**src/sv/fpr_pkg.sv**
```systemverilog
// shared types, constants and helpers of the framed packet receiver
package fpr_pkg;

    localparam int SLOTS         = 4;
    localparam int SLOT_W        = $clog2(SLOTS);
    localparam int FILL_W        = 3;
    localparam int PAYLOAD_BYTES = 64;
    localparam int MEM_DEPTH     = SLOTS * PAYLOAD_BYTES;
    localparam int MEM_AW        = $clog2(MEM_DEPTH);
    localparam int POS_W         = 7;
    localparam int IDX_W         = 6;
    localparam int QUEUE_DEPTH   = 2;

    localparam int CFG_IDX_W = 3;
    localparam int CFG_W     = 16;
    localparam int S_TDATA_W = 32;
    localparam int M_TDATA_W = 56;

    localparam logic [1:0] CMD_PUSH = 2'd0;
    localparam logic [1:0] CMD_READ = 2'd1;
    localparam logic [1:0] CMD_POP  = 2'd2;

    localparam logic [2:0] ST_OK       = 3'd0;
    localparam logic [2:0] ST_LEN_ERR  = 3'd1;
    localparam logic [2:0] ST_TOK_ERR  = 3'd2;
    localparam logic [2:0] ST_VER_ERR  = 3'd3;
    localparam logic [2:0] ST_CSUM_ERR = 3'd4;
    localparam logic [2:0] ST_EMPTY    = 3'd5;

    localparam logic [CFG_IDX_W-1:0] REG_SRC_MASK    = 3'd0;
    localparam logic [CFG_IDX_W-1:0] REG_DST_MASK    = 3'd1;
    localparam logic [CFG_IDX_W-1:0] REG_ACCEPT_BC   = 3'd2;
    localparam logic [CFG_IDX_W-1:0] REG_BC_NODE     = 3'd3;
    localparam logic [CFG_IDX_W-1:0] REG_MAX_PAYLOAD = 3'd4;
    localparam logic [CFG_IDX_W-1:0] REG_TOKEN       = 3'd5;
    localparam logic [CFG_IDX_W-1:0] REG_VERSION     = 3'd6;

    localparam logic [7:0] SYNC_B0 = 8'h55;
    localparam logic [7:0] SYNC_B1 = 8'h4E;
    localparam logic [7:0] SYNC_B2 = 8'h45;
    localparam logic [7:0] SYNC_B3 = 8'h52;

    localparam logic [3:0]       RST_BC_NODE     = 4'd15;
    localparam logic [POS_W-1:0] RST_MAX_PAYLOAD = 7'd64;
    localparam logic [7:0]       RST_TOKEN       = 8'd58;
    localparam logic [7:0]       RST_VERSION     = 8'd2;

    typedef struct packed {
        logic [7:0]       ver;
        logic [3:0]       src;
        logic [3:0]       dst;
        logic [7:0]       cmd;
        logic [POS_W-1:0] len;
        logic [7:0]       transport;
    } hdr_t;

    typedef struct packed {
        logic [2:0]        status;
        logic              committed;
        logic [FILL_W-1:0] count;
        logic              pay_we;
        logic [MEM_AW-1:0] pay_addr;
        logic [7:0]        pay_data;
        logic              hdr_we;
        logic [SLOT_W-1:0] hdr_slot;
        hdr_t              hdr;
        logic              rep_valid;
        logic [SLOT_W-1:0] rep_slot;
        logic [MEM_AW-1:0] rd_addr;
        logic [IDX_W-1:0]  rd_idx;
    } op_t;

    function automatic logic [MEM_AW-1:0] slot_addr(input logic [SLOT_W-1:0] slot,
                                                    input logic [POS_W-1:0] off);
        slot_addr = MEM_AW'(slot) * MEM_AW'(PAYLOAD_BYTES) + MEM_AW'(off);
    endfunction

    function automatic logic [SLOT_W-1:0] slot_inc(input logic [SLOT_W-1:0] slot);
        slot_inc = (slot == SLOT_W'(SLOTS - 1)) ? '0 : slot + 1'b1;
    endfunction

endpackage

```
**src/sv/fpr_front.sv**
```systemverilog
// front end: frame parser, filters and queue pointers, emits one op per item
module fpr_front (
    input  logic                          clk,
    input  logic                          rst_n,
    input  logic                          cfg_we,
    input  logic [fpr_pkg::CFG_IDX_W-1:0] cfg_index,
    input  logic [fpr_pkg::CFG_W-1:0]     cfg_data,
    input  logic                          in_valid,
    input  logic                          in_ready,
    input  logic [1:0]                    cmd,
    input  logic [7:0]                    data_byte,
    input  logic [7:0]                    link_id,
    input  logic [7:0]                    transport_max_payload,
    input  logic [fpr_pkg::IDX_W-1:0]     read_index,
    output fpr_pkg::op_t                  op,
    output logic                          op_push
);
    import fpr_pkg::*;

    typedef enum logic [3:0] {
        PH_H0, PH_H1, PH_H2, PH_H3, PH_LEN, PH_TOKEN, PH_VER,
        PH_ROUTE, PH_CMD, PH_PAYLOAD, PH_CHK
    } phase_t;

    phase_t            phase_reg, phase_next;
    logic [7:0]        csum_reg, csum_next;
    logic [POS_W-1:0]  exp_len_reg, exp_len_next;
    logic [POS_W-1:0]  pos_reg, pos_next;
    logic [7:0]        route_reg, route_next;
    logic [7:0]        opcode_reg, opcode_next;
    logic              drop_reg, drop_next;
    logic [7:0]        ver_reg, ver_next;
    logic [SLOT_W-1:0] head_reg, head_next;
    logic [SLOT_W-1:0] tail_reg, tail_next;
    logic [FILL_W-1:0] fill_reg, fill_next;

    logic [15:0]       src_mask_reg;
    logic [15:0]       dst_mask_reg;
    logic              accept_bc_reg;
    logic [3:0]        bc_node_reg;
    logic [POS_W-1:0]  max_payload_reg;
    logic [7:0]        token_reg;
    logic [7:0]        version_reg;

    logic              fire;
    logic              clear;
    logic [POS_W-1:0]  lim;
    logic [3:0]        src;
    logic [3:0]        dst;
    logic              dst_ok;
    logic [POS_W-1:0]  pos_inc;

    assign fire    = in_valid && in_ready;
    assign op_push = fire;
    assign src     = route_reg[7:4];
    assign dst     = route_reg[3:0];
    assign dst_ok  = (dst == bc_node_reg) ? accept_bc_reg : dst_mask_reg[dst];
    assign lim     = (max_payload_reg < POS_W'(PAYLOAD_BYTES)) ? max_payload_reg
                                                               : POS_W'(PAYLOAD_BYTES);
    assign pos_inc = pos_reg + 1'b1;

    always_comb
    begin
        phase_next   = phase_reg;
        csum_next    = csum_reg;
        exp_len_next = exp_len_reg;
        pos_next     = pos_reg;
        route_next   = route_reg;
        opcode_next  = opcode_reg;
        drop_next    = drop_reg;
        ver_next     = ver_reg;
        head_next    = head_reg;
        tail_next    = tail_reg;
        fill_next    = fill_reg;
        clear        = 1'b0;
        op           = '0;
        op.status    = ST_OK;

        if (fire)
        begin
            case (cmd)
                CMD_PUSH:
                begin
                    case (phase_reg)
                        PH_H0:
                        begin
                            if (data_byte == SYNC_B0)
                            begin
                                csum_next  = data_byte;
                                phase_next = PH_H1;
                            end
                        end
                        PH_H1, PH_H2, PH_H3:
                        begin
                            if ((phase_reg == PH_H1 && data_byte == SYNC_B1) ||
                                (phase_reg == PH_H2 && data_byte == SYNC_B2) ||
                                (phase_reg == PH_H3 && data_byte == SYNC_B3))
                            begin
                                csum_next  = csum_reg ^ data_byte;
                                phase_next = (phase_reg == PH_H1) ? PH_H2 :
                                             (phase_reg == PH_H2) ? PH_H3 : PH_LEN;
                            end
                            else if (data_byte == SYNC_B0)
                            begin
                                csum_next  = data_byte;
                                phase_next = PH_H1;
                            end
                            else
                            begin
                                csum_next  = '0;
                                phase_next = PH_H0;
                            end
                        end
                        PH_LEN:
                        begin
                            if (data_byte > 8'(lim) || data_byte > transport_max_payload)
                            begin
                                clear     = 1'b1;
                                op.status = ST_LEN_ERR;
                            end
                            else
                            begin
                                exp_len_next = data_byte[POS_W-1:0];
                                csum_next    = csum_reg ^ data_byte;
                                if (fill_reg >= FILL_W'(SLOTS))
                                begin
                                    drop_next = 1'b1;
                                end
                                pos_next   = '0;
                                phase_next = PH_TOKEN;
                            end
                        end
                        PH_TOKEN:
                        begin
                            if (data_byte != token_reg)
                            begin
                                clear     = 1'b1;
                                op.status = ST_TOK_ERR;
                            end
                            else
                            begin
                                csum_next  = csum_reg ^ data_byte;
                                phase_next = PH_VER;
                            end
                        end
                        PH_VER:
                        begin
                            if (data_byte != version_reg)
                            begin
                                clear     = 1'b1;
                                op.status = ST_VER_ERR;
                            end
                            else
                            begin
                                ver_next   = data_byte;
                                csum_next  = csum_reg ^ data_byte;
                                phase_next = PH_ROUTE;
                            end
                        end
                        PH_ROUTE:
                        begin
                            route_next = data_byte;
                            csum_next  = csum_reg ^ data_byte;
                            phase_next = PH_CMD;
                        end
                        PH_CMD:
                        begin
                            opcode_next = data_byte;
                            csum_next   = csum_reg ^ data_byte;
                            phase_next  = (exp_len_reg == '0) ? PH_CHK : PH_PAYLOAD;
                        end
                        PH_PAYLOAD:
                        begin
                            if (!drop_reg && pos_reg < POS_W'(PAYLOAD_BYTES))
                            begin
                                op.pay_we   = 1'b1;
                                op.pay_addr = slot_addr(head_reg, pos_reg);
                                op.pay_data = data_byte;
                            end
                            pos_next  = pos_inc;
                            csum_next = csum_reg ^ data_byte;
                            if (pos_inc >= exp_len_reg)
                            begin
                                phase_next = PH_CHK;
                            end
                        end
                        PH_CHK:
                        begin
                            clear = 1'b1;
                            if (data_byte != csum_reg)
                            begin
                                op.status = ST_CSUM_ERR;
                            end
                            else if (!drop_reg && src_mask_reg[src] && dst_ok &&
                                     fill_reg < FILL_W'(SLOTS))
                            begin
                                op.hdr_we        = 1'b1;
                                op.hdr_slot      = head_reg;
                                op.hdr.ver       = ver_reg;
                                op.hdr.src       = src;
                                op.hdr.dst       = dst;
                                op.hdr.cmd       = opcode_reg;
                                op.hdr.len       = exp_len_reg;
                                op.hdr.transport = link_id;
                                op.committed     = 1'b1;
                                head_next        = slot_inc(head_reg);
                                fill_next        = fill_reg + 1'b1;
                            end
                        end
                        default:
                        begin
                            clear = 1'b1;
                        end
                    endcase
                    op.rep_valid = (fill_next != '0);
                    op.rep_slot  = tail_reg;
                end
                default:
                begin
                    if (fill_reg == '0)
                    begin
                        op.status = ST_EMPTY;
                    end
                    else
                    begin
                        op.rep_valid = 1'b1;
                        op.rep_slot  = tail_reg;
                        if (cmd == CMD_POP)
                        begin
                            tail_next = slot_inc(tail_reg);
                            fill_next = fill_reg - 1'b1;
                        end
                    end
                end
            endcase

            if (clear)
            begin
                phase_next   = PH_H0;
                csum_next    = '0;
                exp_len_next = '0;
                pos_next     = '0;
                route_next   = '0;
                opcode_next  = '0;
                drop_next    = 1'b0;
                ver_next     = '0;
            end
        end

        op.count   = fill_next;
        op.rd_addr = slot_addr(op.rep_slot, POS_W'(read_index));
        op.rd_idx  = read_index;
    end

    always_ff @(posedge clk or negedge rst_n)
    begin
        if (!rst_n)
        begin
            phase_reg   <= PH_H0;
            csum_reg    <= '0;
            exp_len_reg <= '0;
            pos_reg     <= '0;
            route_reg   <= '0;
            opcode_reg  <= '0;
            drop_reg    <= 1'b0;
            ver_reg     <= '0;
            head_reg    <= '0;
            tail_reg    <= '0;
            fill_reg    <= '0;
        end
        else
        begin
            phase_reg   <= phase_next;
            csum_reg    <= csum_next;
            exp_len_reg <= exp_len_next;
            pos_reg     <= pos_next;
            route_reg   <= route_next;
            opcode_reg  <= opcode_next;
            drop_reg    <= drop_next;
            ver_reg     <= ver_next;
            head_reg    <= head_next;
            tail_reg    <= tail_next;
            fill_reg    <= fill_next;
        end
    end

    // configuration registers
    always_ff @(posedge clk or negedge rst_n)
    begin
        if (!rst_n)
        begin
            src_mask_reg    <= '1;
            dst_mask_reg    <= '1;
            accept_bc_reg   <= 1'b1;
            bc_node_reg     <= RST_BC_NODE;
            max_payload_reg <= RST_MAX_PAYLOAD;
            token_reg       <= RST_TOKEN;
            version_reg     <= RST_VERSION;
        end
        else if (cfg_we)
        begin
            case (cfg_index)
                REG_SRC_MASK:    src_mask_reg    <= cfg_data;
                REG_DST_MASK:    dst_mask_reg    <= cfg_data;
                REG_ACCEPT_BC:   accept_bc_reg   <= cfg_data[0];
                REG_BC_NODE:     bc_node_reg     <= cfg_data[3:0];
                REG_MAX_PAYLOAD: max_payload_reg <= cfg_data[POS_W-1:0];
                REG_TOKEN:       token_reg       <= cfg_data[7:0];
                REG_VERSION:     version_reg     <= cfg_data[7:0];
                default:         ;
            endcase
        end
    end

    a_fill_bound: assert property (@(posedge clk) disable iff (!rst_n)
        fill_reg <= FILL_W'(SLOTS))
        else $error("queue fill above slot count");

    a_empty_ptrs: assert property (@(posedge clk) disable iff (!rst_n)
        fill_reg == '0 |-> head_reg == tail_reg)
        else $error("empty queue with diverged pointers");

    a_empty_status: assert property (@(posedge clk) disable iff (!rst_n)
        (fire && op.status == ST_EMPTY) |-> fill_reg == '0)
        else $error("empty status with packets queued");

    a_commit_fill: assert property (@(posedge clk) disable iff (!rst_n)
        (fire && op.committed) |=> fill_reg == $past(fill_reg) + 1'b1)
        else $error("commit did not grow the queue");

endmodule

```
**src/sv/fpr_fifo.sv**
```systemverilog
// short op queue between parser front end and store back end
module fpr_fifo #(
    parameter int DEPTH = fpr_pkg::QUEUE_DEPTH
) (
    input  logic         clk,
    input  logic         rst_n,
    input  logic         push,
    input  fpr_pkg::op_t push_data,
    output logic         ready,
    output logic         out_valid,
    output fpr_pkg::op_t out_data,
    input  logic         pop
);
    import fpr_pkg::*;

    localparam int PTR_W = (DEPTH > 1) ? $clog2(DEPTH) : 1;
    localparam int CNT_W = $clog2(DEPTH + 1);

    op_t              mem_reg [DEPTH];
    logic [PTR_W-1:0] wr_ptr_reg, wr_ptr_next;
    logic [PTR_W-1:0] rd_ptr_reg, rd_ptr_next;
    logic [CNT_W-1:0] count_reg, count_next;
    logic             do_push;
    logic             do_pop;

    assign ready     = (count_reg != CNT_W'(DEPTH));
    assign out_valid = (count_reg != '0);
    assign out_data  = mem_reg[rd_ptr_reg];
    assign do_push   = push && ready;
    assign do_pop    = pop && out_valid;

    always_comb
    begin
        wr_ptr_next = wr_ptr_reg;
        rd_ptr_next = rd_ptr_reg;
        count_next  = count_reg;
        if (do_push)
        begin
            wr_ptr_next = (wr_ptr_reg == PTR_W'(DEPTH - 1)) ? '0 : wr_ptr_reg + 1'b1;
        end
        if (do_pop)
        begin
            rd_ptr_next = (rd_ptr_reg == PTR_W'(DEPTH - 1)) ? '0 : rd_ptr_reg + 1'b1;
        end
        if (do_push && !do_pop)
        begin
            count_next = count_reg + 1'b1;
        end
        else if (do_pop && !do_push)
        begin
            count_next = count_reg - 1'b1;
        end
    end

    always_ff @(posedge clk or negedge rst_n)
    begin
        if (!rst_n)
        begin
            wr_ptr_reg <= '0;
            rd_ptr_reg <= '0;
            count_reg  <= '0;
        end
        else
        begin
            wr_ptr_reg <= wr_ptr_next;
            rd_ptr_reg <= rd_ptr_next;
            count_reg  <= count_next;
        end
    end

    always_ff @(posedge clk)
    begin
        if (do_push)
        begin
            mem_reg[wr_ptr_reg] <= push_data;
        end
    end

endmodule

```
**src/sv/fpr_back.sv**
```systemverilog
// back end: slot header and payload stores, result register
module fpr_back (
    input  logic                          clk,
    input  logic                          rst_n,
    input  logic                          op_valid,
    input  fpr_pkg::op_t                  op,
    output logic                          op_pop,
    output logic                          m_tvalid,
    input  logic                          m_tready,
    output logic [fpr_pkg::M_TDATA_W-1:0] m_tdata
);
    import fpr_pkg::*;

    hdr_t              hdr_mem_reg [SLOTS];
    logic [7:0]        pay_mem [MEM_DEPTH];

    logic              out_valid_reg;
    logic [2:0]        status_reg;
    logic              committed_reg;
    logic [FILL_W-1:0] count_reg;
    hdr_t              rep_hdr_reg;
    logic [7:0]        rd_data_reg;
    logic              show_hdr_reg;
    logic              show_byte_reg;

    logic              take;
    hdr_t              rep_hdr;
    hdr_t              hdr_out;
    logic [7:0]        byte_out;

    assign take    = op_valid && (!out_valid_reg || m_tready);
    assign op_pop  = take;
    assign rep_hdr = (op.hdr_we && op.hdr_slot == op.rep_slot) ? op.hdr
                                                               : hdr_mem_reg[op.rep_slot];

    always_ff @(posedge clk or negedge rst_n)
    begin
        if (!rst_n)
        begin
            out_valid_reg <= 1'b0;
        end
        else if (take)
        begin
            out_valid_reg <= 1'b1;
        end
        else if (m_tready)
        begin
            out_valid_reg <= 1'b0;
        end
    end

    always_ff @(posedge clk)
    begin
        if (take)
        begin
            status_reg    <= op.status;
            committed_reg <= op.committed;
            count_reg     <= op.count;
            rep_hdr_reg   <= rep_hdr;
            show_hdr_reg  <= op.rep_valid;
            show_byte_reg <= op.rep_valid && (POS_W'(op.rd_idx) < rep_hdr.len);
            if (op.hdr_we)
            begin
                hdr_mem_reg[op.hdr_slot] <= op.hdr;
            end
        end
    end

    always_ff @(posedge clk)
    begin
        if (take && op.pay_we)
        begin
            pay_mem[op.pay_addr] <= op.pay_data;
        end
        if (take)
        begin
            rd_data_reg <= pay_mem[op.rd_addr];
        end
    end

    assign hdr_out  = show_hdr_reg ? rep_hdr_reg : '0;
    assign byte_out = show_byte_reg ? rd_data_reg : '0;
    assign m_tvalid = out_valid_reg;
    assign m_tdata  = {2'b00, byte_out, hdr_out.transport, hdr_out.len, hdr_out.cmd,
                       hdr_out.dst, hdr_out.src, hdr_out.ver, count_reg, committed_reg,
                       status_reg};

endmodule

```
**src/sv/framed_packet_receiver_queue_core.sv**
```systemverilog
// top level of the framed packet receiver with its packet queue
//
// s_* carries one item per handshake: a received byte to push (s_tuser = push)
// or a read or pop of the oldest queued packet. m_* returns exactly one result
// item per accepted item, in order, with status, commit flag, queue count and
// the header and one payload byte of the oldest packet.
// cfg_we/cfg_index/cfg_data write the filter and limit registers;
// write them only while no item is in flight.
// The block takes one item per cycle while s_tready is high. From acceptance an item
// passes through the two-entry op queue after the parser, then through the store
// read into the result register that drives m_tvalid. The payload store has
// one write and one read port, used once per item.
// When m_tready is low the result register holds, the op queue fills and
// s_tready drops once it holds two items; nothing is lost.
// Reset clears the parser, queue pointers and configuration to defaults;
// the slot stores are not cleared, and their unwritten contents never reach m_tdata.
module framed_packet_receiver_queue_core #(
    parameter int QUEUE_DEPTH = fpr_pkg::QUEUE_DEPTH
) (
    input  logic                          clk,
    input  logic                          rst_n,
    input  logic                          cfg_we,
    input  logic [fpr_pkg::CFG_IDX_W-1:0] cfg_index,
    input  logic [fpr_pkg::CFG_W-1:0]     cfg_data,
    input  logic                          s_tvalid,
    output logic                          s_tready,
    // data_byte, link id, transport_max_payload, read_index, zero pad
    input  logic [fpr_pkg::S_TDATA_W-1:0] s_tdata,
    // command
    input  logic [1:0]                    s_tuser,
    output logic                          m_tvalid,
    input  logic                          m_tready,
    // status, frame_committed, queue_count, head_version, head_source,
    // head_destination, head_command, head_length, head_transport,
    // payload_byte, zero pad
    output logic [fpr_pkg::M_TDATA_W-1:0] m_tdata
);
    import fpr_pkg::*;

    op_t  front_op;
    logic front_push;
    op_t  back_op;
    logic back_valid;
    logic back_pop;

    fpr_front u_front (
        .clk                   (clk),
        .rst_n                 (rst_n),
        .cfg_we                (cfg_we),
        .cfg_index             (cfg_index),
        .cfg_data              (cfg_data),
        .in_valid              (s_tvalid),
        .in_ready              (s_tready),
        .cmd                   (s_tuser),
        .data_byte             (s_tdata[7:0]),
        .link_id               (s_tdata[15:8]),
        .transport_max_payload (s_tdata[23:16]),
        .read_index            (s_tdata[24 +: IDX_W]),
        .op                    (front_op),
        .op_push               (front_push)
    );

    fpr_fifo #(
        .DEPTH (QUEUE_DEPTH)
    ) u_fifo (
        .clk       (clk),
        .rst_n     (rst_n),
        .push      (front_push),
        .push_data (front_op),
        .ready     (s_tready),
        .out_valid (back_valid),
        .out_data  (back_op),
        .pop       (back_pop)
    );

    fpr_back u_back (
        .clk      (clk),
        .rst_n    (rst_n),
        .op_valid (back_valid),
        .op       (back_op),
        .op_pop   (back_pop),
        .m_tvalid (m_tvalid),
        .m_tready (m_tready),
        .m_tdata  (m_tdata)
    );

endmodule

```
**config.mk**
```make
export PLATFORM = sky130hd
export DESIGN_NAME = framed_packet_receiver_queue_core
export DESIGN_NICKNAME = d
export VERILOG_FILES = /design/src/sv/fpr_pkg.sv /design/src/sv/fpr_front.sv /design/src/sv/fpr_fifo.sv /design/src/sv/fpr_back.sv /design/src/sv/framed_packet_receiver_queue_core.sv
export SDC_FILE = /design/constraint.sdc
export NUM_CORES = 2
export LEC_CHECK = 0
export BUFFER_PORTS_ARGS = -buffer_cell sky130_fd_sc_hd__buf_2
export CELL_PAD_IN_SITES_DETAIL_PLACEMENT = 0
export CELL_PAD_IN_SITES_GLOBAL_PLACEMENT = 2
export CORE_MARGIN = 10
export CORE_UTILIZATION = 45
export DETAILED_ROUTE_END_ITERATION = 6
export GPL_TIMING_DRIVEN = 0
export PLACE_DENSITY = 0.82
export SYNTH_ARGS = -nofsm -noshare
export SYNTH_HDL_FRONTEND = slang
export SYNTH_HIERARCHICAL = 1
export SYNTH_SLANG_ARGS = --single-unit
export TNS_END_PERCENT = 30
```
**constraint.sdc**
```tcl
create_clock -name clk -period 5.84 [get_ports clk]
set_input_delay 0.876 -clock clk [delete_from_list [all_inputs] [get_ports clk]]
set_output_delay 0.876 -clock clk [all_outputs]
set_load 0.05 [all_outputs]
```
After elaboration in Yosys (flattened, before gate mapping). Memory sizes are Yosys's and may differ from the RTL's. A register that Yosys moved wholly into a read port is not among the register bits. Cells that the tools add are included.

Output and inout bits: 58. Bits in registers: 171. RAM bits: 2370. Word-level logic and storage cells: 264. Memories: 3.

Magnitude comparators: 10. Bitwise operators: 4. Muxes and demuxes: 105. Reduce and logical (&&, ||, !) cells: 62. Equal/unequal tests: 36. Add/subtract/negate cells: 11.

Memories: u_back.pay_mem (words 256, bits a word 8, read ports 1, clocked after Yosys merged registers in 1, write ports 1, RTL line fpr_back.sv:15) `logic [7:0] pay_mem [MEM_DEPTH];`; u_fifo.mem_reg (words 2, bits a word 83, read ports 1, clocked after Yosys merged registers in 0, write ports 1, RTL line fpr_fifo.sv:19) `op_t mem_reg [DEPTH];`; u_back.hdr_mem_reg (words 4, bits a word 39, read ports 1, clocked after Yosys merged registers in 0, write ports 1, RTL line fpr_back.sv:14) `hdr_t hdr_mem_reg [SLOTS];`.

Operators with widths (number): $mux W8 (19); $mux W42 (3); $mux W39 (2); $mux W62 (1); $mux W59 (1); $mux W7 (8); $pmux W8 S6 (1); $mux W3 (15); $mux W4 (10); $mux W17 (2); $eq A8 B7 Y1 const B (4); $pmux W4 S8 (1); $mux W1 (30); $ne A8 B8 Y1 (3); $reduce_bool A2 Y1 (9); $eq A4 B3 Y1 const B (4); $logic_and A1 B1 Y1 (16); $reduce_and A4 Y1 (4); $lt A7 B7 Y1 const B (2); $mux W2 (7); $pmux W7 S2 (1); $reduce_and A2 Y1 (7); $eq A4 B4 Y1 const B (3); $pmux W3 S4 (1); 45 further kinds (74).

Depth between registers and ports, before layout.
Word-level depth: 14. Mapped depth: 16. Gate-level depth less buffers: 12.

Cells and area by module. Netlist, hierarchy kept.

Modules (own cells, without submodules): fpr_back (area an instance 87591.5 µm², instances 1, cells an instance 3996, sequential area each 67890.1 µm²); fpr_front (area an instance 6999.2 µm², instances 1, cells an instance 670, sequential area each 3006.6 µm²); fpr_fifo (area an instance 6427.4 µm², instances 1, cells an instance 276, sequential area each 5084.9 µm²).

Worst setup path before layout. OpenSTA, ideal clock, no wires.

Path type: input port to flip-flop. From: input port m_tready. To: memory u_back/hdr_mem_reg[1][0] (netlist bit) (enable). Buffers on the path: 1. Data arrival time: 5.989 ns. Setup slack: -0.641 ns. Stages on the path: 5. Library setup time: 0.492 ns. Data required time: 5.348 ns. Cells stage by stage: nand2b_1 > and2_1 > clkbuf_1 > nand2_1 > nor3b_1.

Cells in the longest elaborated chain, start to end: 4.

RTL lines: start, declared (RTL line framed_packet_receiver_queue_core.sv:32) `input logic m_tready,`; $logic_or A1 B1 Y1 (RTL line fpr_back.sv:31) `assign take = op_valid && (!out_valid_reg || m_tready);`; $logic_and A1 B1 Y1 (RTL line fpr_back.sv:31); net back_pop (RTL line framed_packet_receiver_queue_core.sv:44) `logic back_pop;`; $mux W1 (RTL line fpr_back.sv:54) `if (take)`; $mux W1 (not written as such) (RTL line fpr_back.sv:64) `hdr_mem_reg[op.hdr_slot] <= op.hdr;`; end, declared (RTL line fpr_back.sv:14).

The timed path passes the listed nets, and every way through them passes these cells.

==> impl_metrics.csv <==
group,metric,value,unit
placement,dpl.hpwl,171500,µm
setup_path,critPathLaunchType,"register",
logic_synthesis,ys_seq_area_share,75.22,%
power_and_ir_drop,clock_power_share,28.5,%
routing,drt_iter0_drc,6142,
logic_synthesis,synth_compound_gate_area_share,2.362,%
global_route,grt_overflow,0,
logic_synthesis,ys_seq_elements,2549,
clock_tree,cts_inserted_buffers,280,
routing,vias,50857,
worst_hold_path,holdPathStages,1,
logic_synthesis,synthFlopType,"edfxtp_1",
global_route,grt_max_degree,154,
status,outcome,"finished, final reports clean",
clock_tree,cts-root-buf,"clkbuf_16",
setup_path,crit_type,"register to register",
worst_hold_path,hp-start,"s_tdata[26]",
sta,whs,139.0,ps
logic_synthesis,syn_area,101000,µm²
cells_and_area,fin_area,114700,µm²
logic_synthesis,yosysTopAreaCellShare,72.12,%
global_route,grt_pass1_vias,51321,
sta,hold_viol,0,
sta,setup_tns,0,ps
routing,routedWlPerCell,30.34,µm
floorplan,core,222700,µm²
sta,fmax,0.1785,GHz
placement,gp_congestion,0.8622,
power_and_ir_drop,p_sw_share,32.43,%
setup_path,cp_max_fo,11,
global_route,antenna_found_initial,9,
logic_synthesis,yosysMostFrequentCell,"edfxtp_1",
global_route,grt_first_pass_wirelength,371200,µm
logic_synthesis,synth-adder-area-share,0.4335,%
setup_path,required,6480,ps
logic_synthesis,synthArstFlopShare,4.825,%
routing,drc,0,
cells_and_area,area_growth,13.58,%
placement,place_area,106200,µm²
routing,vias_per_cell,5.959,
global_route,grt_usage,20.94,%
floorplan,initial_core_util,45.35,%
power_and_ir_drop,p_comb_share,30.7,%
logic_synthesis,synth.area.top_cells,"edfxtp_1 (72%), mux4_2 (12%), dfrtp_1 (2.0%)",
power_and_ir_drop,ir_drop,0.0003618,V
logic_synthesis,muxShareOfSynthArea,16.47,%
floorplan,die-area,243800,µm²
sta,setup_viol,0,
logic_synthesis,synth_edf_count,2426,
cells_and_area,nNetsFinal,5457,
clock_tree,clock_path_buffers,4,
power_and_ir_drop,internal_power,39.36,mW
worst_hold_path,hp-class,"input port to register",
logic_synthesis,syn_inst,4942,
power_and_ir_drop,seqPwrFrac,40.8,%
logic_synthesis,synth_cell_types,74,
sta,clock_skew,62.09,ps
floorplan,pin_count,116,
setup_path,worst_ep_arrival_time,6240,ps
power_and_ir_drop,power.switching,18.89,mW
clock_tree,htreeDepth,5,
power_and_ir_drop,power_density,507.7,nW/µm²
placement,numPortBuffers,103,
power_and_ir_drop,power,58.25,mW
clock_tree,clk_latency,920,ps
worst_hold_path,hold_path_end,"u_fifo/mem_reg[0][8]",
clock_tree,cts_tree,"done",
routing,drtPass1Iterations,6,
floorplan,fp-row-count,173,
setup_path,r2r-end,"u_back/rd_data_reg[6]",
sta,rsz0062_at_grt,"no",
logic_synthesis,synth_top_family_by_area,"multiplexers",
power_and_ir_drop,power.leakage,37.39,nW
sta,slew_headroom,7.749,%
logic_synthesis,synth_xor_area_share,0.3728,%
setup_path,r2r_slack,240,ps
global_route,use_met1,28.26,%
clock_tree,cts_sinks,2549,
sta,fin_crit,5603,ps
logic_synthesis,synth_area_per_cell,20.44,µm²
sta,period_share,95.93,%
sta,drv_slew,0,
setup_path,r2r-start,"u_fifo/rd_ptr_reg",
logic_synthesis,yosys.area_share.simple,3.318,%
sta,tightestPinTransition,1384,ps
cells_and_area,largest_register_ffs,2048,
logic_synthesis,ys_warn_count,6,
global_route,grt.met2_usage,33.06,%
clock_tree,postCtsSetupBuffers,0,
clock_tree,path_clk_slew,60,ps
floorplan,dieHeight,493.8,µm
setup_path,end_kind,"register",
routing,drtAntennaViolNets,0,
global_route,use_met3,5.382,%
routing,wirelength,258900,µm
logic_synthesis,yosysTopAreaCell,"edfxtp_1",
floorplan,die_w,493.8,µm
global_route,grt-busiest-layer,"met2",
logic_synthesis,synthTopCellsByCount,"edfxtp_1 (2426), mux4_2 (538), nor2_1 (321), mux2i_1 (178), mux2_2 (149)",
setup_path,reg2reg_depth,11,
job,cap_violations,0,
cells_and_area,drive_gt1_share,26.98,%
cells in the final DEF, fill, tap and decap left out, drive strengths merged, types with 52 or more instances in the layout:
cell and instances:
dfrtp 80, clkbuf 446, nor2 322, mux2i 178, a21oi 52, nand2 84
o22ai 78, edfxtp 2426, buf 320, mux2 218, and2 110, mux4 540
clkinv 101
metal layers:
metal  vias to the layer above  share of wire (%)  wire length (µm)
met5                         -             0.0050                13
met1                     26915                 39            101600
met3                       450                9.3             24040
met2                      2427                 48            123100
li1                      21063                  -                 -
met4                         2                3.9             10180
critical path, cell delays in order, from the launching register on:
cell and delay [ps]:
dfrtp_1 370, buf_6 200, buf_6 210, mux2_4 210, clkbuf_1 740, buf_2 580
clkbuf_1 1050, mux4_2 430, mux2i_1 270, a21oi_1 660, nor3_1 120, nor3_1 480
stage by stage:
stage	instances	utilization (%)	setup slack, ps
finish	8535	51.51	237.4
global route	8529	51.50	118.3
CTS	8528	51.50	244.2
detailed placement	8056	47.69	13.10
global placement	8021	47.26	-5197
floorplan	4943	-	-641.4
area by class of cell:
class	count	area (µm²)
timing repair buffer	139	1274
inverter	43	161.4
antenna	7	17.52
fill	17349	108000
clock buffer	338	7320
tap	2975	3722
clock inverter	133	1172
sequential	2549	75980
buffer	290	1705
multi-input combinational	2061	23380
logic make-up (layout without fill, tap and decap cells):
logic type               after synthesis  count (layout)
multiplexers                         936             936
other                                  1               9
adder cells (fa/ha/maj)               35              35
buffers and inverters                333             943
flip-flops                          2549            2549
XOR/XNOR                              43              43
AND/OR/NAND/NOR                      699             699
AO/OA/AOI/OAI                        346             346
worst max-delay path by stage:
stage	endpoint	cells past startpoint	startpoint	slack, ps
finish	u_back/rd_data_reg[6]	11	u_fifo/rd_ptr_reg	240
global route	u_back/show_byte_reg	13	u_fifo/rd_ptr_reg	120
CTS	u_back/show_byte_reg	13	u_fifo/rd_ptr_reg	240
detailed placement	u_back/rd_data_reg[5]	11	u_fifo/rd_ptr_reg	10
global placement	u_back/hdr_mem_reg[2][3]	6	m_tready	-5200
floorplan	u_back/hdr_mem_reg[1][0]	5	m_tready	-640
power by group through the flow:
stage / combinational, mW / sequential (mW) / clock [mW]
final: 17.9 / 23.7 / 16.6
after global placement: 17.0 / 24.6 / 0
after CTS: 17.9 / 23.8 / 16.9
after floorplan: 10.6 / 24.2 / 0
after global routing: 18.7 / 23.8 / 17.6
after detailed placement: 17.8 / 24.1 / 0
what timing repair did:
action | 4_1_cts | 5_1_grt
endpoints found under the hold margin | 35 | 0
gates resized for setup | 1 | 0
endpoints found under the setup margin | 1 | 0
hold buffers | 1 | 0
Power figures use the tool's default switching activity.
